$ cat src/design/crce_pkg.sv
package crce_pkg;

  localparam logic OP_LOAD = 1'b0;
  localparam logic OP_EVAL = 1'b1;

  localparam int unsigned TAPS = 4;
  localparam int unsigned AXES = 3;

  typedef enum logic [3:0] {
    ST_IDLE,
    ST_SQ,
    ST_T2,
    ST_CU,
    ST_T3,
    ST_WT,
    ST_MAC,
    ST_DRAIN,
    ST_OUT
  } ctrl_state_e;

  typedef enum logic [1:0] {
    MUL_SQ,
    MUL_CU,
    MUL_PT
  } mul_sel_e;

  typedef struct packed {
    logic     shift_pt;
    logic     load_t;
    logic     mul_en;
    mul_sel_e mul_sel;
    logic [1:0] tap;
    logic [1:0] axis;
    logic     take_t2;
    logic     take_t3;
    logic     take_wt;
    logic     out_load;
  } dp_cmd_t;

endpackage

$ cat src/design/crce_ctrl.sv
module crce_ctrl (
  input  logic             clk_i,
  input  logic             rst_ni,
  input  logic             in_valid_i,
  input  logic             operation_i,
  input  logic             out_stall_i,
  output logic             in_stall_o,
  output logic             out_valid_o,
  output crce_pkg::dp_cmd_t cmd_o
);

  localparam logic [3:0] LAST_MAC = 4'(crce_pkg::TAPS * crce_pkg::AXES - 1);

  crce_pkg::ctrl_state_e state_q, state_d;
  logic [3:0]            cnt_q, cnt_d;
  logic                  out_valid_q, out_valid_d;
  logic                  in_take;

  assign in_take = in_valid_i && (state_q == crce_pkg::ST_IDLE);

  always_comb begin
    state_d = state_q;
    case (state_q)
      crce_pkg::ST_IDLE: begin
        if (in_take && (operation_i == crce_pkg::OP_EVAL)) state_d = crce_pkg::ST_SQ;
      end
      crce_pkg::ST_SQ:    state_d = crce_pkg::ST_T2;
      crce_pkg::ST_T2:    state_d = crce_pkg::ST_CU;
      crce_pkg::ST_CU:    state_d = crce_pkg::ST_T3;
      crce_pkg::ST_T3:    state_d = crce_pkg::ST_WT;
      crce_pkg::ST_WT:    state_d = crce_pkg::ST_MAC;
      crce_pkg::ST_MAC: begin
        if (cnt_q == LAST_MAC) state_d = crce_pkg::ST_DRAIN;
      end
      crce_pkg::ST_DRAIN: state_d = crce_pkg::ST_OUT;
      crce_pkg::ST_OUT: begin
        if (!out_valid_q || !out_stall_i) state_d = crce_pkg::ST_IDLE;
      end
      default:            state_d = crce_pkg::ST_IDLE;
    endcase
  end

  always_comb begin
    cmd_o         = '0;
    cmd_o.mul_sel = crce_pkg::MUL_PT;
    cmd_o.tap     = cnt_q[1:0];
    cmd_o.axis    = cnt_q[3:2];
    cnt_d         = cnt_q;
    in_stall_o    = 1'b1;
    out_valid_d   = out_valid_q && out_stall_i;
    case (state_q)
      crce_pkg::ST_IDLE: begin
        in_stall_o     = 1'b0;
        cmd_o.shift_pt = in_take && (operation_i == crce_pkg::OP_LOAD);
        cmd_o.load_t   = in_take && (operation_i == crce_pkg::OP_EVAL);
      end
      crce_pkg::ST_SQ: begin
        cmd_o.mul_en  = 1'b1;
        cmd_o.mul_sel = crce_pkg::MUL_SQ;
      end
      crce_pkg::ST_T2: cmd_o.take_t2 = 1'b1;
      crce_pkg::ST_CU: begin
        cmd_o.mul_en  = 1'b1;
        cmd_o.mul_sel = crce_pkg::MUL_CU;
      end
      crce_pkg::ST_T3: cmd_o.take_t3 = 1'b1;
      crce_pkg::ST_WT: begin
        cmd_o.take_wt = 1'b1;
        cnt_d         = '0;
      end
      crce_pkg::ST_MAC: begin
        cmd_o.mul_en = 1'b1;
        cnt_d        = cnt_q + 4'd1;
      end
      crce_pkg::ST_DRAIN: ;
      crce_pkg::ST_OUT: begin
        // load only once the previous word has left
        if (!out_valid_q || !out_stall_i) begin
          cmd_o.out_load = 1'b1;
          out_valid_d    = 1'b1;
        end
      end
      default: ;
    endcase
  end

  always_ff @(posedge clk_i or negedge rst_ni) begin
    if (!rst_ni) begin
      state_q     <= crce_pkg::ST_IDLE;
      cnt_q       <= '0;
      out_valid_q <= 1'b0;
    end else begin
      state_q     <= state_d;
      cnt_q       <= cnt_d;
      out_valid_q <= out_valid_d;
    end
  end

  assign out_valid_o = out_valid_q;

endmodule

$ cat src/design/crce_dp.sv
module crce_dp #(
  parameter int unsigned COORD_WIDTH     = 24,
  parameter int unsigned PARAM_FRAC_BITS = 16
) (
  input  logic                          clk_i,
  input  logic                          rst_ni,
  input  crce_pkg::dp_cmd_t             cmd_i,
  input  logic [PARAM_FRAC_BITS:0]      t_param_i,
  input  logic signed [COORD_WIDTH-1:0] point_x_i,
  input  logic signed [COORD_WIDTH-1:0] point_y_i,
  input  logic signed [COORD_WIDTH-1:0] point_z_i,
  output logic signed [COORD_WIDTH-1:0] curve_x_o,
  output logic signed [COORD_WIDTH-1:0] curve_y_o,
  output logic signed [COORD_WIDTH-1:0] curve_z_o
);

  localparam int unsigned CW  = COORD_WIDTH;
  localparam int unsigned F   = PARAM_FRAC_BITS;
  localparam int unsigned TW  = F + 1;
  localparam int unsigned WW  = F + 5;
  localparam int unsigned AW  = (CW > F + 2) ? CW : F + 2;
  localparam int unsigned PW  = AW + WW;
  localparam int unsigned ACW = PW + 2;

  localparam logic [TW-1:0]         T_ONE   = TW'(1) << F;
  localparam logic [PW-1:0]         P_HALF  = PW'(1) << (F - 1);
  localparam logic signed [WW-1:0]  W_TWO   = WW'(1) << (F + 1);
  localparam logic signed [ACW-1:0] A_ONE   = ACW'(1) << F;
  localparam logic signed [ACW-1:0] SAT_MAX = {{(ACW-CW+1){1'b0}}, {(CW-1){1'b1}}};
  localparam logic signed [ACW-1:0] SAT_MIN = {{(ACW-CW+1){1'b1}}, {(CW-1){1'b0}}};

  logic signed [CW-1:0]  win_q [crce_pkg::TAPS][crce_pkg::AXES];
  logic [TW-1:0]         t_q, t2_q, t3_q;
  logic signed [WW-1:0]  w_q [crce_pkg::TAPS];
  logic signed [WW-1:0]  w_d [crce_pkg::TAPS];
  logic signed [PW-1:0]  p_q;
  logic signed [ACW-1:0] acc_q;
  logic signed [CW-1:0]  res_q [crce_pkg::AXES];
  logic signed [CW-1:0]  out_q [crce_pkg::AXES];
  logic                  mac_q;
  logic [1:0]            tap_q, axis_q;

  logic signed [AW-1:0]  mul_a;
  logic signed [WW-1:0]  mul_b;
  logic [PW-1:0]         p_rnd;
  logic signed [WW-1:0]  st, st2, st3;
  logic signed [ACW-1:0] p_ext, sum, quo;
  logic signed [CW-1:0]  sat_v;

  // round half up: (p + S/2) >> F
  assign p_rnd = p_q + P_HALF;

  assign st  = WW'(t_q);
  assign st2 = WW'(t2_q);
  assign st3 = WW'(t3_q);

  // twice the Catmull-Rom weights in Q.F
  assign w_d[0] = (st2 <<< 1) - st3 - st;
  assign w_d[1] = (st3 <<< 1) + st3 - (st2 <<< 2) - st2 + W_TWO;
  assign w_d[2] = (st2 <<< 2) - (st3 <<< 1) - st3 + st;
  assign w_d[3] = st3 - st2;

  always_comb begin
    case (cmd_i.mul_sel)
      crce_pkg::MUL_SQ: begin
        mul_a = AW'(t_q);
        mul_b = WW'(t_q);
      end
      crce_pkg::MUL_CU: begin
        mul_a = AW'(t2_q);
        mul_b = WW'(t_q);
      end
      default: begin
        mul_a = AW'(win_q[cmd_i.tap][cmd_i.axis]);
        mul_b = w_q[cmd_i.tap];
      end
    endcase
  end

  assign p_ext = ACW'(p_q);
  assign sum   = acc_q + p_ext + A_ONE;
  assign quo   = sum >>> (F + 1);

  always_comb begin
    if (quo > SAT_MAX)      sat_v = SAT_MAX[CW-1:0];
    else if (quo < SAT_MIN) sat_v = SAT_MIN[CW-1:0];
    else                    sat_v = quo[CW-1:0];
  end

  always_ff @(posedge clk_i or negedge rst_ni) begin
    if (!rst_ni) begin
      mac_q <= 1'b0;
      for (int i = 0; i < crce_pkg::TAPS; i++) begin
        for (int a = 0; a < crce_pkg::AXES; a++) begin
          win_q[i][a] <= '0;
        end
      end
    end else begin
      mac_q <= cmd_i.mul_en && (cmd_i.mul_sel == crce_pkg::MUL_PT);
      if (cmd_i.shift_pt) begin
        // drop the oldest point, append the new one
        for (int i = 0; i < crce_pkg::TAPS - 1; i++) begin
          for (int a = 0; a < crce_pkg::AXES; a++) begin
            win_q[i][a] <= win_q[i+1][a];
          end
        end
        win_q[crce_pkg::TAPS-1][0] <= point_x_i;
        win_q[crce_pkg::TAPS-1][1] <= point_y_i;
        win_q[crce_pkg::TAPS-1][2] <= point_z_i;
      end
    end
  end

  always_ff @(posedge clk_i) begin
    tap_q  <= cmd_i.tap;
    axis_q <= cmd_i.axis;
    if (cmd_i.load_t) begin
      t_q   <= (t_param_i > T_ONE) ? T_ONE : t_param_i;
      acc_q <= '0;
    end
    if (cmd_i.mul_en) p_q <= mul_a * mul_b;
    if (cmd_i.take_t2) t2_q <= p_rnd[F +: TW];
    if (cmd_i.take_t3) t3_q <= p_rnd[F +: TW];
    if (cmd_i.take_wt) begin
      for (int i = 0; i < crce_pkg::TAPS; i++) begin
        w_q[i] <= w_d[i];
      end
    end
    if (mac_q) begin
      if (tap_q == 2'(crce_pkg::TAPS - 1)) begin
        res_q[axis_q] <= sat_v;
        acc_q         <= '0;
      end else begin
        acc_q <= acc_q + p_ext;
      end
    end
    if (cmd_i.out_load) begin
      for (int a = 0; a < crce_pkg::AXES; a++) begin
        out_q[a] <= res_q[a];
      end
    end
  end

  assign curve_x_o = out_q[0];
  assign curve_y_o = out_q[1];
  assign curve_z_o = out_q[2];

endmodule

$ cat src/design/catmull_rom_curve_eval_top.sv
// Catmull-Rom segment evaluator, one shared multiplier sequenced by a controller.
// Load word: taken while idle; the next word can be taken on the following cycle.
// Evaluate word: 2 products for t^2 and t^3, 12 point-by-weight products, then rounding
// and output steps; the next word is taken only after the result is loaded for output.
// A held result stalls only the final step; input is taken while a result waits.
// Reset (async, active low) clears the control point window to zeros and drops out_valid_o.
module catmull_rom_curve_eval_top #(
  parameter int unsigned COORD_WIDTH     = 24,
  parameter int unsigned PARAM_FRAC_BITS = 16
) (
  input  logic                          clk_i,
  input  logic                          rst_ni,
  input  logic                          in_valid_i,
  output logic                          in_stall_o,
  input  logic                          operation_i,
  input  logic [PARAM_FRAC_BITS:0]      t_param_i,
  input  logic signed [COORD_WIDTH-1:0] point_x_i,
  input  logic signed [COORD_WIDTH-1:0] point_y_i,
  input  logic signed [COORD_WIDTH-1:0] point_z_i,
  output logic                          out_valid_o,
  input  logic                          out_stall_i,
  output logic signed [COORD_WIDTH-1:0] curve_x_o,
  output logic signed [COORD_WIDTH-1:0] curve_y_o,
  output logic signed [COORD_WIDTH-1:0] curve_z_o
);

  crce_pkg::dp_cmd_t cmd;

  crce_ctrl u_ctrl (
    .clk_i       (clk_i),
    .rst_ni      (rst_ni),
    .in_valid_i  (in_valid_i),
    .operation_i (operation_i),
    .out_stall_i (out_stall_i),
    .in_stall_o  (in_stall_o),
    .out_valid_o (out_valid_o),
    .cmd_o       (cmd)
  );

  crce_dp #(
    .COORD_WIDTH     (COORD_WIDTH),
    .PARAM_FRAC_BITS (PARAM_FRAC_BITS)
  ) u_dp (
    .clk_i     (clk_i),
    .rst_ni    (rst_ni),
    .cmd_i     (cmd),
    .t_param_i (t_param_i),
    .point_x_i (point_x_i),
    .point_y_i (point_y_i),
    .point_z_i (point_z_i),
    .curve_x_o (curve_x_o),
    .curve_y_o (curve_y_o),
    .curve_z_o (curve_z_o)
  );

endmodule
$ cat config.mk
export PLATFORM = sky130hd
export DESIGN_NAME = catmull_rom_curve_eval_top
export DESIGN_NICKNAME = d
export VERILOG_FILES = /design/src/design/crce_pkg.sv /design/src/design/crce_ctrl.sv /design/src/design/crce_dp.sv /design/src/design/catmull_rom_curve_eval_top.sv
export SDC_FILE = /design/constraint.sdc
export NUM_CORES = 2
export LEC_CHECK = 0
export BUFFER_PORTS_ARGS = -buffer_cell sky130_fd_sc_hd__buf_4
export CAP_MARGIN = 5
export CORE_ASPECT_RATIO = 1.5
export CORE_MARGIN = 2
export CORE_UTILIZATION = 45
export DETAILED_ROUTE_END_ITERATION = 6
export SLEW_MARGIN = 5
export SYNTH_ARGS = -nofsm -noshare
export SYNTH_HDL_FRONTEND = slang
export SYNTH_SLANG_ARGS = --single-unit
$ cat constraint.sdc
create_clock -name clk_i -period 23 [get_ports clk_i]
set_input_delay 4.6 -clock clk_i [delete_from_list [all_inputs] [get_ports clk_i]]
set_output_delay 4.6 -clock clk_i [all_outputs]
set_load 0.02 [all_outputs]
Yosys cells after proc, flatten, opt, wreduce, memory -nomap -nowiden
Memory sizes are Yosys's and may differ from the RTL's.
Index checks and enable logic that the tools add are counted.
- flip-flop bits (word level): 445
- output and inout port bits: 74
- word-level logic and storage cells: 115
- input port bits: 94
- bits in writable memories: 228
- memories kept: 3
- memories (memory ; depth ; bits a word ; read ports ; clocked after memory_dff ; write ports ; RTL line ; RTL):
    u_dp.w_q ; 4 ; 21 ; 1 ; 0 ; 4 ; crce_dp.sv:34 ; logic signed [WW-1:0] w_q [crce_pkg::TAPS];
    u_dp.out_q ; 3 ; 24 ; 3 ; 0 ; 3 ; crce_dp.sv:39 ; logic signed [CW-1:0] out_q [crce_pkg::AXES];
    u_dp.res_q ; 3 ; 24 ; 3 ; 0 ; 1 ; crce_dp.sv:38 ; logic signed [CW-1:0] res_q [crce_pkg::AXES];
- reduce and logical (&&, ||, !) cells: 15
- $mul: 1
- eq/ne operators: 15
- $add $sub $neg: 14
- muxes and demuxes: 36
- bitwise logic cells: 3
- $lt $le $gt $ge: 5
- operators with widths (kind ; count):
    binary-select mux 72 bit (select 2 bit) ; 1
    2-to-1 mux 72 bit ; 2
    2-to-1 mux 47 bit ; 3
    2-to-1 mux 24 bit ; 4
    subtractor 21 x 18 -> 21 bit ; 3
    binary-select mux 24 bit (select 2 bit) ; 1
    case mux 24 bit (2 select lines) ; 1
    adder 47 x 18 -> 47 bit, second input constant ; 1
    adder 47 x 45 -> 47 bit ; 1
    multiplier 24 x 21 -> 45 bit ; 1
    case mux 4 bit (9 select lines) ; 1
    adder 33 x 16 -> 33 bit, second input constant ; 1
    > comparator 30 x 24 -> 1 bit, second input constant ; 1
    < comparator 30 x 24 -> 1 bit, second input constant ; 1
    adder 21 x 18 -> 21 bit ; 1
    adder 21 x 19 -> 21 bit, second input constant ; 1
    2-to-1 mux 21 bit ; 1
    subtractor 21 x 20 -> 21 bit ; 1
    subtractor 19 x 18 -> 20 bit ; 1
    adder 18 x 17 -> 19 bit ; 1
    subtractor 18 x 17 -> 19 bit ; 1
    subtractor 17 x 17 -> 18 bit ; 1
    > comparator 17 bit, second input constant ; 1
    equality test 4 x 3 -> 1 bit, second input constant ; 4
    other kinds (25) ; 54

Longest topological paths before layout
- word-level depth: 9
- depth in mapped cells: 37
- mapped depth without buffers: 33

Cells and area by module
Synthesis repeated with hierarchy kept, for this count alone.
- cell total of the unflattened synthesis: 4830
- area total of the unflattened synthesis: 53546.4 um^2
- modules (own cells, without submodules) (module ; area each (um^2) ; seq. area each (um^2) ; cells each ; instances):
    crce_dp ; 52987.1 ; 18272.5 ; 4766 ; 1
    crce_ctrl ; 559.3 ; 225.2 ; 64 ; 1

Worst setup path after synthesis
Ideal clock, no wire load.
- kind: reg2reg
- from: register u_ctrl.cnt_q[0]
- to: register u_dp.p_q[43] (data pin)
- data arrival time: 9.825 ns
- library setup time: 0.259 ns
- data required time: 22.741 ns
- period minus slack after synthesis: 10.084 ns
- slack: 12.916 ns
- stages on the path, launching flop included: 36
- buffers on the path: 4
- cell sequence: dfrtp_1 -> buf_1 -> clkbuf_1 -> buf_1 -> mux4_2 -> and2_1 -> clkbuf_1 -> a21oi_1 -> nor2_1 -> fa_1 -> inv_1 -> fa_1 -> inv_1 -> fa_1 -> inv_1 -> fa_1 -> inv_1 -> fa_1 -> fa_1 -> inv_1 -> fa_1 -> inv_1 -> ha_1 -> and3_1 -> a221o_1 -> a21o_1 -> a21oi_1 -> o21ai_0 -> o2bb2ai_1 -> a311o_1 -> o21ai_0 -> o21bai_1 -> a21oi_1 -> o21ai_0 -> a41oi_1 -> xnor2_1
- cells in the longest elaborated chain, start to end: 9
- elaborated cells between the ends (all ways): 11
- classes of those cells: mul (1); mux (8); bitwise (1); memory (1)
- RTL lines (what ; RTL line ; RTL):
    from (decl) ; crce_ctrl.sv:15 ; logic [3:0] cnt_q, cnt_d;
    from (signal assigned) ; crce_ctrl.sv:94 ; cnt_q <= cnt_d;
    NOT 2 -> 3 bit (not written as such) ; crce_dp.sv:74 ; mul_a = AW'(win_q[cmd_i.tap][cmd_i.axis]);
    binary-select mux 72 bit (select 2 bit) ; crce_dp.sv:74 ;
    2-to-1 mux 72 bit (not written as such) (2 in a row) ; crce_dp.sv:74 ;
    binary-select mux 24 bit (select 2 bit) ; crce_dp.sv:74 ;
    2-to-1 mux 24 bit (not written as such) (2 in a row) ; crce_dp.sv:74 ;
    case mux 24 bit (2 select lines) ; crce_dp.sv:64 ; case (cmd_i.mul_sel)
    multiplier 24 x 21 -> 45 bit * ; crce_dp.sv:121 ; if (cmd_i.mul_en) p_q <= mul_a * mul_b;
    to (signal assigned) ; crce_dp.sv:121 ;
    to (decl) ; crce_dp.sv:36 ; logic signed [PW-1:0] p_q;
Mark *: on every way between the ends. The rest lies on a longest branch, timed or not. The select of a mux whose other input is x is not followed.
A chain may end at the register's enable or synchronous reset.

Worst setup path after layout
Ends and elaborated chain as after synthesis.

==> flow_summary.ini <==
[outcome]
outcome = complete, no violations

[clocking]
h-tree-depth = 3
cts_buffer_depth = 3
cts_tree = yes
clock_latency_ns = 0.69
cts_resized = 0
cts_buffers = 69
cts_hold_buf = 0
path_clk_slew_ns = 0.07
cts_setup_buffers = 0
cts.sinks = 668
root_buffer = clkbuf_16

[critical_path]
path_buf_inv = 7
slowest_stage = o21ai_0
cp_top_family = compound AO/OA/AOI/OAI gates
crit_top_cell = fa_1
critPathArrivalTime_ns = 11.73
timing.critical_path.from_type = flop
cp_max_fo = 39
crit_type = flop to flop
crit_path_end_kind = flop
critPathRequiredTime_ns = 23.41
crit_path_max_incr_delay_ns = 0.84

[placed_design]
dp_hpwl_um = 115000
io_buffers = 167
place_congestion = 0.971
dpl-instance-area_um2 = 56700

[synthesis]
synth_top_area_cell = fa_1
synth_area_leaders = fa_1, edfxtp_1, dfrtp_1
synth.top_cell.area_share_pct = 20.8
synthTopCellsByCount = inv_1, fa_1, nand2_1, edfxtp_1, nor2_1
avgSynthCellArea_um2 = 11.1
yosysSeqAreaShare_pct = 34.5
post-synth-top-count-cell = inv_1
synth_edf_count = 366
ys_warn_count = 0
ys_ff_latch = 668
ys_async_sr_fraction_pct = 44.6
synth_cells = 4831
synth_nets = 5770
synth_ff_type = edfxtp_1
ys_types = 103
syn_area_um2 = 53600

[floorplanning]
die_y_um = 427
core_area_um2 = 119000
start_util_pct = 45.2
num_rows = 155
pin_count = 168
die_w_um = 286
die_area_um2 = 122000

[routing]
viasPerCell = 5.37
wire_per_inst_um = 21.7
wl_met3_um = 5040
drc = 0
wirelength_um = 143000
top_layer = met4
ant_nets = 0
via_count = 35300
drt_pass1_iterations = 6
m1WireLength_um = 52100
first_iter_violations = 1687
met2WireLength_um = 75000

[global_route]
grtUsageTotal_pct = 24.0
grt_max_degree = 172
grt_pass1_wl_um = 221000
grt_pass1_vias = 38100
overflow = 0
antenna_found_initial = 0

[finish]
n_fill_cell = 10900
stdcell_area_um2 = 59000
utilization_pct = 49.7
multi_input_comb_area_um2 = 31500
nNetsFinal = 5883
drive_gt1_share_pct = 16.6
syn_to_final_growth_pct = 9.93
seq_area_um2 = 18500

[sta]
rsz0062_at_grt = false
tns_ns = 0
tightest_slew_ns = 1.21
finalClockSkew_ns = 0.0286
slew_headroom_pct = 19.1
setup_viol = 0
clock.fmax_ghz = 0.0883
hold_violations = 0
min_period_ns = 11.32
post-route-period-util_pct = 49.2
final-max-slew-violation-count = 0

[run]
drv_cap = 0

[hold_path]
hold_path_class = flop to flop
==> path summary, 6_finish.rpt <==
path | startpoint | slack, ns | depth (start not counted) | endpoint
hold / removal | u_dp.res_q[1][19]$_DFFE_PP_ | 0.41 | 0 | u_dp.out_q[0][43]$_DFFE_PP_
setup / recovery | u_ctrl.cnt_q[0]$_DFFE_PN0N_ | 11.68 | 33 | u_dp.p_q[43]$_DFFE_PP_
hold reg to reg | u_dp.res_q[1][19]$_DFFE_PP_ | 0.41 | 0 | u_dp.out_q[0][43]$_DFFE_PP_
min in group asynchronous | rst_ni | 3.99 | 1 | u_dp.win_q[93]$_DFFE_PN0P_
setup reg to reg | u_ctrl.cnt_q[0]$_DFFE_PN0N_ | 11.68 | 33 | u_dp.p_q[43]$_DFFE_PP_
max in group asynchronous | rst_ni | 17.42 | 2 | u_dp.win_q[82]$_DFFE_PN0P_
==> logic make-up after synthesis <==
family                   after synthesis  share of synthesized area (%)
buffers and inverters                972                           6.86
multiplexers                         414                           10.5
XOR/XNOR                             193                           3.19
AO/OA/AOI/OAI                        613                           7.62
adder cells (fa/ha/maj)              845                           27.5
flip-flops                           668                           34.5
AND/OR/NAND/NOR                     1126                           9.77
==> through the flow <==
stage,std cells,hold WS (ns),worst slack [ns]
final,6569,0.411,11.68
after global routing,6568,0.421,10.96
after CTS,6568,0.413,11.44
after detailed placement,6443,0.405,11.50
after global placement,6443,0.401,11.72
after floorplan,4831,0.366,12.92
==> registers in the layout, indices dropped and copies added, names as in the netlist, 2 cells and up <==
name / cells
u_dp.win_q: 288
u_dp.w_q: 79
u_dp.out_q: 72
u_dp.res_q: 72
u_dp.acc_q: 47
u_dp.p_q: 45
u_dp.t2_q: 17
u_dp.t3_q: 17
u_dp.t_q: 17
u_ctrl.cnt_q: 4
u_ctrl.state_q: 4
u_dp.axis_q: 2
u_dp.tap_q: 2
==> routing by layer <==
layer  vias to the layer above  track usage [%]
li1                      16200                -
met1                     17900             25.9
met2                       829             44.4
met3                       356             2.61
met4                         0             15.6
met5                         -                0
==> cells in the final DEF (no fill, tap or decap), drive strengths merged, types with 90 or more instances in the layout <==
cell,instances
fa,558
dfrtp,298
edfxtp,366
mux2,293
buf,226
nand2,437
clkbuf,90
xnor2,144
ha,287
inv,796
a21oi,148
o21ai,156
nor2,329
==> area by class of cell <==
cell class	instances	share of cell area (%)
sequential	668	31.4
clock inverter	35	0.581
antenna	1	0.00424
tap	1570	3.33
timing repair buffer	226	2.91
inverter	788	5.02
multi-input combinational	3191	53.5
clock buffer	90	3.26
Power is not shown: default switching activity piles up to over one toggle a cycle in this logic, so the estimate is an artifact.
